**config.mk**
```make
export PLATFORM = sky130hd
export DESIGN_NAME = byte_machine_instruction_executor
export DESIGN_NICKNAME = d
export VERILOG_FILES = /design/src/bmie_pkg.sv /design/src/byte_machine_instruction_executor.sv
export SDC_FILE = /design/constraint.sdc
export NUM_CORES = 2
export LEC_CHECK = 0
export BUFFER_PORTS_ARGS = -buffer_cell sky130_fd_sc_hd__buf_2
export CAP_MARGIN = 20
export CORE_MARGIN = 2
export CORE_UTILIZATION = 50
export DETAILED_ROUTE_END_ITERATION = 6
export PLACE_DENSITY_LB_ADDON = 0.05
export SYNTH_ARGS = -nofsm -noshare
export SYNTH_HDL_FRONTEND = slang
export SYNTH_SLANG_ARGS = --single-unit
```
**constraint.sdc**
```tcl
create_clock -name clk -period 22.1 [get_ports clk]
set_clock_uncertainty 0.05 [all_clocks]
set_input_delay 2.21 -clock clk [delete_from_list [all_inputs] [get_ports clk]]
set_output_delay 2.21 -clock clk [all_outputs]
set_load 0.02 [all_outputs]
```
**src/bmie_pkg.sv**
```systemverilog
package bmie_pkg;

	// Item kinds carried on the opcode field
	localparam logic [1:0] ITEM_EXEC   = 2'd0;
	localparam logic [1:0] ITEM_LDREG  = 2'd1;
	localparam logic [1:0] ITEM_LDMEM  = 2'd2;

	// Syscall numbers
	localparam logic [7:0] SYS_READ_A    = 8'd1;
	localparam logic [7:0] SYS_PRINT_NUM = 8'd2;
	localparam logic [7:0] SYS_READ_B    = 8'd3;
	localparam logic [7:0] SYS_PRINT_CHR = 8'd4;

	localparam int unsigned DATA_DEPTH = 256;
	localparam int unsigned NUM_REGS   = 16;

	// Instruction major opcodes (bits 15-12)
	typedef enum logic [3:0] {
		OP_DIVPUSH  = 4'd0,
		OP_POPRET   = 4'd1,
		OP_SLT_SHL  = 4'd2,
		OP_SUB_SHR  = 4'd3,
		OP_LD_ADD   = 4'd4,
		OP_ST_OR    = 4'd5,
		OP_MUL_AND  = 4'd6,
		OP_JIND_XOR = 4'd7,
		OP_JZ       = 4'd8,
		OP_JNZ      = 4'd9,
		OP_JAL      = 4'd10,
		OP_CALL     = 4'd11,
		OP_LDK      = 4'd12,
		OP_STK      = 4'd13,
		OP_LI       = 4'd14,
		OP_SYS      = 4'd15
	} op_t;

	// Sequencer states
	typedef enum logic [3:0] {
		S_CLEAR,
		S_IDLE,
		S_RDA,
		S_MEM,
		S_CALC,
		S_ITER,
		S_WR1,
		S_WR2,
		S_DONE
	} state_t;

endpackage

```
**src/byte_machine_instruction_executor.sv**
```systemverilog
// Execute unit of a small byte machine: sixteen 8-bit registers, 256 bytes of data memory
// and an 8-bit program counter. Each item on the input channel is one instruction word
// (fetched by the user at the last reported next_pc) or a preload of a register or memory
// byte; each item produces exactly one result beat. After reset the block runs a clearing
// pass over the data memory and register file with item_stall high; start_pc
// writes are taken at any time. The work of an item runs one step at a time through a single
// shared 9-bit adder, a register file with two read ports and one write port, and a single-port
// data memory; a multiply or a divide by a nonzero value runs eight shift-and-add or
// restoring steps that reuse that adder. The next item is accepted the cycle after the result
// is loaded, even while that result beat is still stalled.
module byte_machine_instruction_executor
	import bmie_pkg::*;
(
	input  logic        clk,
	input  logic        arst_n,

	input  logic        start_pc_we,
	input  logic [7:0]  start_pc,

	input  logic        item_valid,
	output logic        item_stall,
	input  logic [1:0]  opcode,
	input  logic [15:0] instruction,
	input  logic [7:0]  in_value,
	input  logic        in_present,
	input  logic [7:0]  load_address,
	input  logic [7:0]  load_value,

	output logic        res_valid,
	input  logic        res_stall,
	output logic [7:0]  next_pc,
	output logic        out_valid,
	output logic        out_kind,
	output logic [7:0]  out_value,
	output logic        in_taken,
	output logic        halted,
	output logic [7:0]  exit_code
);

	// Storage
	logic [7:0] rf_mem [NUM_REGS];
	logic [7:0] data_mem [DATA_DEPTH];

	state_t state_q, state_d;

	logic [7:0] clr_cnt_q;
	logic [2:0] it_cnt_q;
	logic       itmul_q;

	// Latched item
	logic [1:0] item_q;
	op_t        opc_q;
	logic [3:0] a_q, b_q, c_q;
	logic [7:0] in_value_q;
	logic       in_present_q;
	logic [7:0] laddr_q, lval_q;

	// Operands and machine state
	logic [7:0] rd0_q, rd1_q;
	logic [7:0] ra_q, rb_q, rc_q;
	logic [7:0] md_q;
	logic [7:0] pc_q;
	logic       halt_q;
	logic [7:0] exit_q;
	logic [7:0] rem_q, quo_q;

	// Pending register writes
	logic       w1_en_q, w2_en_q;
	logic [3:0] w1_addr_q, w2_addr_q;
	logic [7:0] w1_data_q, w2_data_q;

	// Print / read flags of the current item
	logic       ov_q, ok_q, taken_q;
	logic [7:0] oval_q;

	// Result register
	logic       res_valid_q;
	logic [7:0] res_pc_q, res_oval_q, res_exit_q;
	logic       res_ov_q, res_ok_q, res_taken_q, res_halt_q;

	logic       accept, res_load, exe, b_ne_c, b_le_c, a_ne_b, a_ne_c;
	logic [3:0] nx;
	logic [7:0] k;

	// Shared adder
	logic [8:0] add_a, add_b;
	logic       add_inv, add_cin;
	logic [9:0] add_sum;

	// Iteration step results
	logic [7:0] it_rem_d, it_quo_d;

	// Port controls
	logic       rf_we;
	logic [3:0] rf_waddr, rd_addr0, rd_addr1;
	logic [7:0] rf_wdata;
	logic       mem_we;
	logic [7:0] mem_addr, mem_wdata;

	// Outcome of the execute step
	logic       calc_w1_en, calc_w2_en, calc_pc_en, calc_halt, calc_iter;
	logic [3:0] calc_w1_addr, calc_w2_addr;
	logic [7:0] calc_w1_data, calc_w2_data, calc_pc;
	logic       calc_ov, calc_ok, calc_taken;

	assign accept   = item_valid && !item_stall;
	assign item_stall = (state_q != S_IDLE);
	assign res_load = (state_q == S_DONE) && (!res_valid_q || !res_stall);

	assign exe    = (item_q == ITEM_EXEC) && !halt_q;
	assign b_ne_c = (b_q != c_q);
	assign b_le_c = (b_q <= c_q);
	assign a_ne_b = (a_q != b_q);
	assign a_ne_c = (a_q != c_q);
	assign nx     = a_q + 4'd1;
	assign k      = {b_q, c_q};

	assign add_sum = {1'b0, add_a} + {1'b0, add_b ^ {9{add_inv}}} + {9'd0, add_cin};

	// State register
	always_ff @(posedge clk or negedge arst_n) begin
		if (!arst_n) begin
			state_q <= S_CLEAR;
		end else begin
			state_q <= state_d;
		end
	end

	// Next state
	always_comb begin
		state_d = state_q;
		unique case (state_q)
			S_CLEAR: begin
				if (clr_cnt_q == 8'hFF) begin
					state_d = S_IDLE;
				end
			end
			S_IDLE: begin
				if (accept) begin
					state_d = S_RDA;
				end
			end
			S_RDA: state_d = S_MEM;
			S_MEM: state_d = S_CALC;
			S_CALC: begin
				if (calc_iter) begin
					state_d = S_ITER;
				end else if (calc_w1_en) begin
					state_d = S_WR1;
				end else begin
					state_d = S_DONE;
				end
			end
			S_ITER: begin
				if (it_cnt_q == 3'd7) begin
					state_d = S_WR1;
				end
			end
			S_WR1: state_d = w2_en_q ? S_WR2 : S_DONE;
			S_WR2: state_d = S_DONE;
			S_DONE: begin
				if (res_load) begin
					state_d = S_IDLE;
				end
			end
			default: state_d = S_IDLE;
		endcase
	end

	// Steer the shared adder
	always_comb begin
		add_a   = '0;
		add_b   = '0;
		add_inv = 1'b0;
		add_cin = 1'b0;
		unique case (state_q)
			S_MEM: begin
				unique case (opc_q)
					OP_DIVPUSH, OP_CALL: begin
						add_a = {1'b0, rd0_q};
						add_b = 9'h0FF;
					end
					OP_JIND_XOR: begin
						add_a = {1'b0, rd0_q};
						add_b = {1'b0, rb_q};
					end
					default: begin
						add_a = {1'b0, rb_q};
						add_b = {1'b0, rc_q};
					end
				endcase
			end
			S_CALC: begin
				unique case (opc_q)
					OP_DIVPUSH, OP_CALL: begin
						add_a = {1'b0, ra_q};
						add_b = 9'h0FF;
					end
					OP_POPRET: begin
						add_a   = {1'b0, ra_q};
						add_b   = a_ne_c ? {1'b0, rc_q} : 9'd0;
						add_cin = 1'b1;
					end
					OP_SLT_SHL, OP_SUB_SHR: begin
						add_a   = {1'b0, rb_q};
						add_b   = {1'b0, rc_q};
						add_inv = 1'b1;
						add_cin = 1'b1;
					end
					default: begin
						add_a = {1'b0, rb_q};
						add_b = {1'b0, rc_q};
					end
				endcase
			end
			S_ITER: begin
				if (itmul_q) begin
					add_a = {1'b0, rem_q};
					add_b = quo_q[0] ? {1'b0, rc_q} : 9'd0;
				end else begin
					add_a   = {rem_q, quo_q[7]};
					add_b   = {1'b0, rc_q};
					add_inv = 1'b1;
					add_cin = 1'b1;
				end
			end
			default: ;
		endcase
	end

	// One multiply or divide step
	always_comb begin
		if (itmul_q) begin
			it_rem_d = add_sum[8:1];
			it_quo_d = {add_sum[0], quo_q[7:1]};
		end else begin
			it_rem_d = add_sum[9] ? add_sum[7:0] : {rem_q[6:0], quo_q[7]};
			it_quo_d = {quo_q[6:0], add_sum[9]};
		end
	end

	// Execute step: register writes, jumps, halt and syscall effects
	always_comb begin
		calc_w1_en   = 1'b0;
		calc_w1_addr = a_q;
		calc_w1_data = '0;
		calc_w2_en   = 1'b0;
		calc_w2_addr = a_q;
		calc_w2_data = '0;
		calc_pc_en   = 1'b0;
		calc_pc      = k;
		calc_halt    = 1'b0;
		calc_iter    = 1'b0;
		calc_ov      = 1'b0;
		calc_ok      = 1'b0;
		calc_taken   = 1'b0;
		if (item_q == ITEM_LDREG) begin
			calc_w1_en   = 1'b1;
			calc_w1_addr = laddr_q[3:0];
			calc_w1_data = lval_q;
		end else if (exe) begin
			unique case (opc_q)
				OP_DIVPUSH: begin
					if (b_ne_c) begin
						calc_iter = (rc_q != 8'd0);
					end else if (a_ne_b) begin
						calc_w1_en   = 1'b1;
						calc_w1_data = add_sum[7:0];
					end else begin
						calc_halt = 1'b1;
					end
				end
				OP_POPRET: begin
					if (a_ne_b && a_ne_c) begin
						calc_pc_en   = 1'b1;
						calc_pc      = md_q;
						calc_w1_en   = 1'b1;
						calc_w1_data = add_sum[7:0];
						calc_w2_en   = 1'b1;
						calc_w2_addr = b_q;
						calc_w2_data = pc_q;
					end else if (a_ne_b) begin
						calc_w1_en   = 1'b1;
						calc_w1_addr = b_q;
						calc_w1_data = md_q;
						calc_w2_en   = 1'b1;
						calc_w2_data = add_sum[7:0];
					end else begin
						calc_pc_en   = 1'b1;
						calc_pc      = rc_q;
						calc_w1_en   = 1'b1;
						calc_w1_data = pc_q;
					end
				end
				OP_SLT_SHL: begin
					calc_w1_en   = 1'b1;
					calc_w1_data = b_ne_c ? {7'd0, !add_sum[9]} : {rb_q[6:0], 1'b0};
				end
				OP_SUB_SHR: begin
					calc_w1_en   = 1'b1;
					calc_w1_data = b_ne_c ? add_sum[7:0] : {1'b0, rb_q[7:1]};
				end
				OP_LD_ADD: begin
					calc_w1_en   = 1'b1;
					calc_w1_data = b_le_c ? md_q : add_sum[7:0];
				end
				OP_ST_OR: begin
					calc_w1_en   = !b_le_c;
					calc_w1_data = rb_q | rc_q;
				end
				OP_MUL_AND: begin
					calc_iter    = b_le_c;
					calc_w1_en   = !b_le_c;
					calc_w1_data = rb_q & rc_q;
				end
				OP_JIND_XOR: begin
					calc_w1_en = 1'b1;
					if (b_le_c) begin
						calc_pc_en   = 1'b1;
						calc_pc      = md_q;
						calc_w1_data = pc_q;
					end else begin
						calc_w1_data = rb_q ^ rc_q;
					end
				end
				OP_JZ:  calc_pc_en = (ra_q == 8'd0);
				OP_JNZ: calc_pc_en = (ra_q != 8'd0);
				OP_JAL: begin
					calc_pc_en   = 1'b1;
					calc_w1_en   = 1'b1;
					calc_w1_data = pc_q;
				end
				OP_CALL: begin
					calc_pc_en   = 1'b1;
					calc_w1_en   = 1'b1;
					calc_w1_data = add_sum[7:0];
				end
				OP_LDK: begin
					calc_w1_en   = 1'b1;
					calc_w1_data = md_q;
				end
				OP_STK: ;
				OP_LI: begin
					calc_w1_en   = 1'b1;
					calc_w1_data = k;
				end
				OP_SYS: begin
					if (k == SYS_READ_A || k == SYS_READ_B) begin
						calc_w1_en   = 1'b1;
						calc_w1_addr = nx;
						calc_w1_data = {7'd0, in_present_q};
						calc_w2_en   = in_present_q;
						calc_w2_data = in_value_q;
						calc_taken   = in_present_q;
					end else if (k == SYS_PRINT_NUM || k == SYS_PRINT_CHR) begin
						calc_ov = 1'b1;
						calc_ok = (k == SYS_PRINT_CHR);
					end
				end
				default: ;
			endcase
		end
	end

	// Data memory port: clearing pass, preload or instruction access
	always_comb begin
		mem_we    = 1'b0;
		mem_addr  = add_sum[7:0];
		mem_wdata = rd0_q;
		if (state_q == S_CLEAR) begin
			mem_we    = 1'b1;
			mem_addr  = clr_cnt_q;
			mem_wdata = '0;
		end else if (state_q == S_MEM) begin
			if (item_q == ITEM_LDMEM) begin
				mem_we    = 1'b1;
				mem_addr  = laddr_q;
				mem_wdata = lval_q;
			end else if (exe) begin
				unique case (opc_q)
					OP_DIVPUSH: begin
						mem_we    = !b_ne_c && a_ne_b;
						mem_wdata = rb_q;
					end
					OP_POPRET: mem_addr = rd0_q;
					OP_ST_OR:  mem_we = b_le_c;
					OP_CALL: begin
						mem_we    = 1'b1;
						mem_wdata = pc_q;
					end
					OP_LDK: mem_addr = k;
					OP_STK: begin
						mem_we   = 1'b1;
						mem_addr = k;
					end
					default: ;
				endcase
			end
		end
	end

	// Register file ports
	always_comb begin
		rd_addr0 = (state_q == S_IDLE) ? instruction[7:4] : a_q;
		rd_addr1 = (state_q == S_IDLE) ? instruction[3:0] : c_q;
		rf_we    = 1'b0;
		rf_waddr = w1_addr_q;
		rf_wdata = w1_data_q;
		unique case (state_q)
			S_CLEAR: begin
				rf_we    = (clr_cnt_q[7:4] == 4'd0);
				rf_waddr = clr_cnt_q[3:0];
				rf_wdata = '0;
			end
			S_WR1: rf_we = w1_en_q;
			S_WR2: begin
				rf_we    = w2_en_q;
				rf_waddr = w2_addr_q;
				rf_wdata = w2_data_q;
			end
			default: ;
		endcase
	end

	// Data memory with registered read
	always_ff @(posedge clk) begin
		if (mem_we) begin
			data_mem[mem_addr] <= mem_wdata;
		end
		md_q <= data_mem[mem_addr];
	end

	// Register file with two registered reads
	always_ff @(posedge clk) begin
		if (rf_we) begin
			rf_mem[rf_waddr] <= rf_wdata;
		end
		rd0_q <= rf_mem[rd_addr0];
		rd1_q <= rf_mem[rd_addr1];
	end

	// Capture the item and its operands
	always_ff @(posedge clk) begin
		if (accept) begin
			item_q       <= opcode;
			opc_q        <= op_t'(instruction[15:12]);
			a_q          <= instruction[11:8];
			b_q          <= instruction[7:4];
			c_q          <= instruction[3:0];
			in_value_q   <= in_value;
			in_present_q <= in_present;
			laddr_q      <= load_address;
			lval_q       <= load_value;
		end
		if (state_q == S_RDA) begin
			rb_q <= rd0_q;
			rc_q <= rd1_q;
		end
		if (state_q == S_MEM) begin
			ra_q <= rd0_q;
		end
		if (state_q == S_CALC) begin
			oval_q <= ra_q;
		end
		// seed or advance the shared multiply / divide iteration
		if (state_q == S_CALC) begin
			rem_q <= '0;
			quo_q <= rb_q;
		end else if (state_q == S_ITER) begin
			rem_q <= it_rem_d;
			quo_q <= it_quo_d;
		end
	end

	// Sequencer counters, pending writes and machine state
	always_ff @(posedge clk or negedge arst_n) begin
		if (!arst_n) begin
			clr_cnt_q <= '0;
			it_cnt_q  <= '0;
			itmul_q   <= 1'b0;
			pc_q      <= '0;
			halt_q    <= 1'b0;
			exit_q    <= '0;
			w1_en_q   <= 1'b0;
			w2_en_q   <= 1'b0;
			w1_addr_q <= '0;
			w2_addr_q <= '0;
			w1_data_q <= '0;
			w2_data_q <= '0;
			ov_q      <= 1'b0;
			ok_q      <= 1'b0;
			taken_q   <= 1'b0;
		end else begin
			if (state_q == S_CLEAR) begin
				clr_cnt_q <= clr_cnt_q + 8'd1;
			end
			// advance pc before execute
			if (state_q == S_RDA && exe) begin
				pc_q <= pc_q + 8'd1;
			end
			if (state_q == S_CALC) begin
				w1_en_q   <= calc_w1_en;
				w1_addr_q <= calc_w1_addr;
				w1_data_q <= calc_w1_data;
				w2_en_q   <= calc_w2_en;
				w2_addr_q <= calc_w2_addr;
				w2_data_q <= calc_w2_data;
				ov_q      <= calc_ov;
				ok_q      <= calc_ok;
				taken_q   <= calc_taken;
				it_cnt_q  <= '0;
				itmul_q   <= (opc_q == OP_MUL_AND);
				if (calc_pc_en) begin
					pc_q <= calc_pc;
				end
				if (calc_halt) begin
					halt_q <= 1'b1;
					exit_q <= ra_q;
				end
			end
			// last step: queue quotient/remainder or low/high product
			if (state_q == S_ITER) begin
				it_cnt_q <= it_cnt_q + 3'd1;
				if (it_cnt_q == 3'd7) begin
					w1_en_q   <= 1'b1;
					w2_en_q   <= 1'b1;
					w1_addr_q <= itmul_q ? nx : a_q;
					w1_data_q <= itmul_q ? it_rem_d : it_quo_d;
					w2_addr_q <= itmul_q ? a_q : nx;
					w2_data_q <= itmul_q ? it_quo_d : it_rem_d;
				end
			end
			if (start_pc_we) begin
				pc_q <= start_pc;
			end
		end
	end

	// Result register: load when free, drop the beat once taken
	always_ff @(posedge clk or negedge arst_n) begin
		if (!arst_n) begin
			res_valid_q <= 1'b0;
		end else if (res_load) begin
			res_valid_q <= 1'b1;
		end else if (!res_stall) begin
			res_valid_q <= 1'b0;
		end
	end

	always_ff @(posedge clk) begin
		if (res_load) begin
			res_pc_q    <= pc_q;
			res_ov_q    <= ov_q;
			res_ok_q    <= ok_q;
			res_oval_q  <= ov_q ? oval_q : 8'd0;
			res_taken_q <= taken_q;
			res_halt_q  <= halt_q;
			res_exit_q  <= exit_q;
		end
	end

	assign res_valid = res_valid_q;
	assign next_pc   = res_pc_q;
	assign out_valid = res_ov_q;
	assign out_kind  = res_ok_q;
	assign out_value = res_oval_q;
	assign in_taken  = res_taken_q;
	assign halted    = res_halt_q;
	assign exit_code = res_exit_q;

`ifndef ASSERT_OFF
	a_accept_starts: assert property (@(posedge clk) disable iff (!arst_n)
		accept |=> state_q == S_RDA)
		else $error("accepted item did not start the read step");

	a_halt_sticks: assert property (@(posedge clk) disable iff (!arst_n)
		!$fell(halt_q))
		else $error("halt flag cleared without reset");

	a_iter_len: assert property (@(posedge clk) disable iff (!arst_n)
		(state_q == S_ITER && it_cnt_q != 3'd7) |=> state_q == S_ITER)
		else $error("iteration left before eight steps");

	a_rf_write_slot: assert property (@(posedge clk) disable iff (!arst_n)
		rf_we |-> (state_q == S_CLEAR || state_q == S_WR1 || state_q == S_WR2))
		else $error("register write outside a write step");

	a_mem_write_slot: assert property (@(posedge clk) disable iff (!arst_n)
		mem_we |-> (state_q == S_CLEAR || state_q == S_MEM))
		else $error("memory write outside the memory step");
`endif

endmodule

```
==> results.json <==
{
  "run_status": "complete, no violations",
  "post_synth_num_cell_types": 87,
  "tritoncts": "yes",
  "crit_path_max_incr_delay_ns": 0.70,
  "antenna_left": 0,
  "die_height_um": 452,
  "clock_sinks": 2382,
  "root_buffer": "clkbuf_16",
  "largest_register_ff_count": 2048,
  "synth_enable_flop_cells": 2287,
  "worst_setup_hold_path_clk_slew_ns": 0.06,
  "max_slew.worst_pin.slew_ns": 1.35,
  "holdBufCountCts": 0,
  "globalRouteMet1Util_pct": 46.6,
  "cp_data_required_time_ns": 22.90,
  "drt_first_pass_iters": 6,
  "place_inst": 10200,
  "post_synth_inst_count": 7829,
  "worst_slack_ns": 11.93,
  "synth_top_cell_by_area": "edfxtp_1",
  "fin_area_um2": 112000,
  "use_met3_pct": 6.96,
  "initialDrtViolationCount": 9105,
  "avgRoutedWirePerCell_um": 31.7,
  "synth_top_cell_area_share_pct": 68.6,
  "critPathKind": "reg2reg",
  "grtUsageTotal_pct": 32.6,
  "unrepaired_setup_endpoints_after_global_routing": "no",
  "timing.setup.tns_ns": 0,
  "post_synth_net_total": 7920,
  "die_w_um": 452,
  "worstHoldPathType": "reg2reg",
  "cts-buffers-inserted": 241,
  "clock_tree.htree_level_count": 4,
  "post-dp-hpwl_um": 207000,
  "fp-row-count": 164,
  "synthesis.yosys.warnings": 0,
  "syn-cell-area_um2": 100000,
  "worstSkewPairLatency_ns": 0.92,
  "area_delta_synth_final_pct": 11.7,
  "pre_cts_slack_ns": 12.19,
  "stdcell_count": 10700,
  "timing.final.crit_period_ns": 10.17,
  "critical_path.slowest_cell": "buf_4",
  "mean_post_synth_cell_area_um2": 12.8,
  "worst_ep_arrival_time_ns": 10.96,
  "grt_start_max_net_pins": 193,
  "cts.path.max_buffers": 3,
  "critical_path.max_fanout": 127,
  "max_freq_mhz": 98.4,
  "asyncSetResetFlopFracSynth_pct": 2.64,
  "number_of_global_route_vias_before_repair": 63800,
  "timing.critical_path.from_type": "flip-flop",
  "share_of_post_route_cells_with_drive_strength_above_1_pct": 10.2,
  "cts_post_setup_buffers_inserted": 0,
  "period_share_pct": 46.0,
  "final_max_slew_viol_count": 0,
  "core_um2": 199000,
  "die_area_um2": 204000,
  "place_area_um2": 104000,
  "crit_family": "buffers and inverters",
  "finalHoldViolCount": 0,
  "cts_repair_resize_count": 0,
  "num-nets-final": 7888,
  "boundaryPins": 86,
  "synth_top_flop_cell": "edfxtp_1",
  "nFillCells": 16500,
  "groute.layer.met2.usage_pct": 49.2,
  "end_kind": "flip-flop",
  "gp_routability_congestion": 0.970,
  "grt_overflow": 0,
  "synth-seq-cells": 2382,
  "port_buffers": 85,
  "drc_errors": 0,
  "postRouteWirelength_um": 338000,
  "largest_register": "data_mem",
  "number_of_vias_per_cell": 6.38,
  "antenna_violations_before_repair": 23,
  "synth-seq-area-share_pct": 70.8,
  "route.vias.total": 68000,
  "setup-violations-final": 0,
  "critical_path.n_buffers_inverters": 8,
  "grt_most_used_layer": "met2",
  "drv_cap": 0,
  "top_regs": "data_mem x2048, rf_mem x128",
  "maxSlewHeadroom_pct": 10.1,
  "grt_first_pass_wirelength_um": 478000,
  "synth.top_cells.by_area": "edfxtp_1 (69%), nand2_1 (7.1%), nand3_1 (2.9%)",
  "floorplan.initialDensity_pct": 50.2
}
cells by family after synthesis:
| family | share of synthesized area [%] |
|---|---|
| AO/OA/AOI/OAI | 8.14 |
| XOR/XNOR | 0.358 |
| adder cells (fa/ha/maj) | 0.452 |
| buffers and inverters | 2.76 |
| flip-flops | 70.8 |
| multiplexers | 3.30 |
| AND/OR/NAND/NOR | 14.2 |
worst paths after layout:
check	startpoint	end	slack, ns	depth (start not counted)
max in group asynchronous	arst_n	exit_q[0]	19.88	1
hold reg to reg	rd1_q[7]	rc_q[7]	0.35	0
setup reg to reg	state_q[2]	md_q[1]	11.93	26
setup / recovery	state_q[2]	md_q[1]	11.93	26
hold / removal	rd1_q[7]	rc_q[7]	0.35	0
min in group asynchronous	arst_n	it_cnt_q[2]	1.35	1
worst register-to-register path, delay by kind of cell (launching register included):
kind / cells / cell delay (ns)
buffers and inverters: 8 / 4.17
xor gates and xnor gates: 1 / 0.12
DFF: 1 / 0.57
AOI/OAI and AO/OA: 5 / 1.34
adders and majority gates: 2 / 1.14
and+or+nand+nor: 10 / 2.73
through the flow:
stage	hold WS, ns	utilization (%)
after floorplan	0.336	-
after global placement	0.338	51.9
after detailed placement	0.341	52.0
after CTS	0.355	56.0
after global routing	0.356	56.1
final	0.353	56.1
layer usage:
layer  routed length [um]  vias up
li1                     -    29300
met1               138000    34500
met2               153000     3607
met3                33200      634
met4                13400       12
met5                   82        -
Yosys cell counts, types with 32 or more instances:
cell      number
nand2_1     1901
a311oi_1     277
mux4_2        64
ha_1          33
o21ai_0      120
o22ai_1       33
edfxtp_1    2287
a22oi_1       40
dfrtp_1       63
a31oi_1      111
nor2b_1       40
clkbuf_1     262
xnor2_1       32
nor2_1       412
a211oi_1     103
mux2i_1      172
a21oi_1      199
a32oi_1       64
nor4_1        35
nor3_1        98
dfxtp_1       32
buf_2        200
buf_1        102
nand3_1      581
o211ai_1      32
nand4_1       43
inv_1         95
and3_1       125
final cells by class:
type                       count  area (um^2)  share of cell area (%)
inverter                      97          364                   0.326
antenna                        8         20.0                  0.0179
sequential                  2382        70900                    63.4
tap                         2656         3320                    2.97
clock buffer                 307         6400                    5.72
timing repair buffer         293         2270                    2.03
multi-input combinational   4782        27000                    24.2
clock inverter               141         1550                    1.39
placed cells by master (no fill, tap or decap), types with 33 or more instances in the layout:
cell,count
edfxtp_1,2287
nand2_1,1883
nand3_1,580
nor2_1,402
a311oi_1,276
clkbuf_16,244
a21oi_1,185
buf_4,182
mux2i_1,167
and3_1,123
o21ai_0,120
a31oi_1,111
a211oi_1,103
inv_1,95
buf_2,84
nor3_1,81
mux4_2,64
a32oi_1,64
dfrtp_1,63
clkbuf_1,57
clkinv_1,47
nand4_1,43
clkinv_2,43
nor2b_1,40
a22oi_1,40
o22ai_1,33
ha_1,33
Power is not shown: default switching activity piles up to over one toggle a cycle in this logic, so the estimate is an artifact.
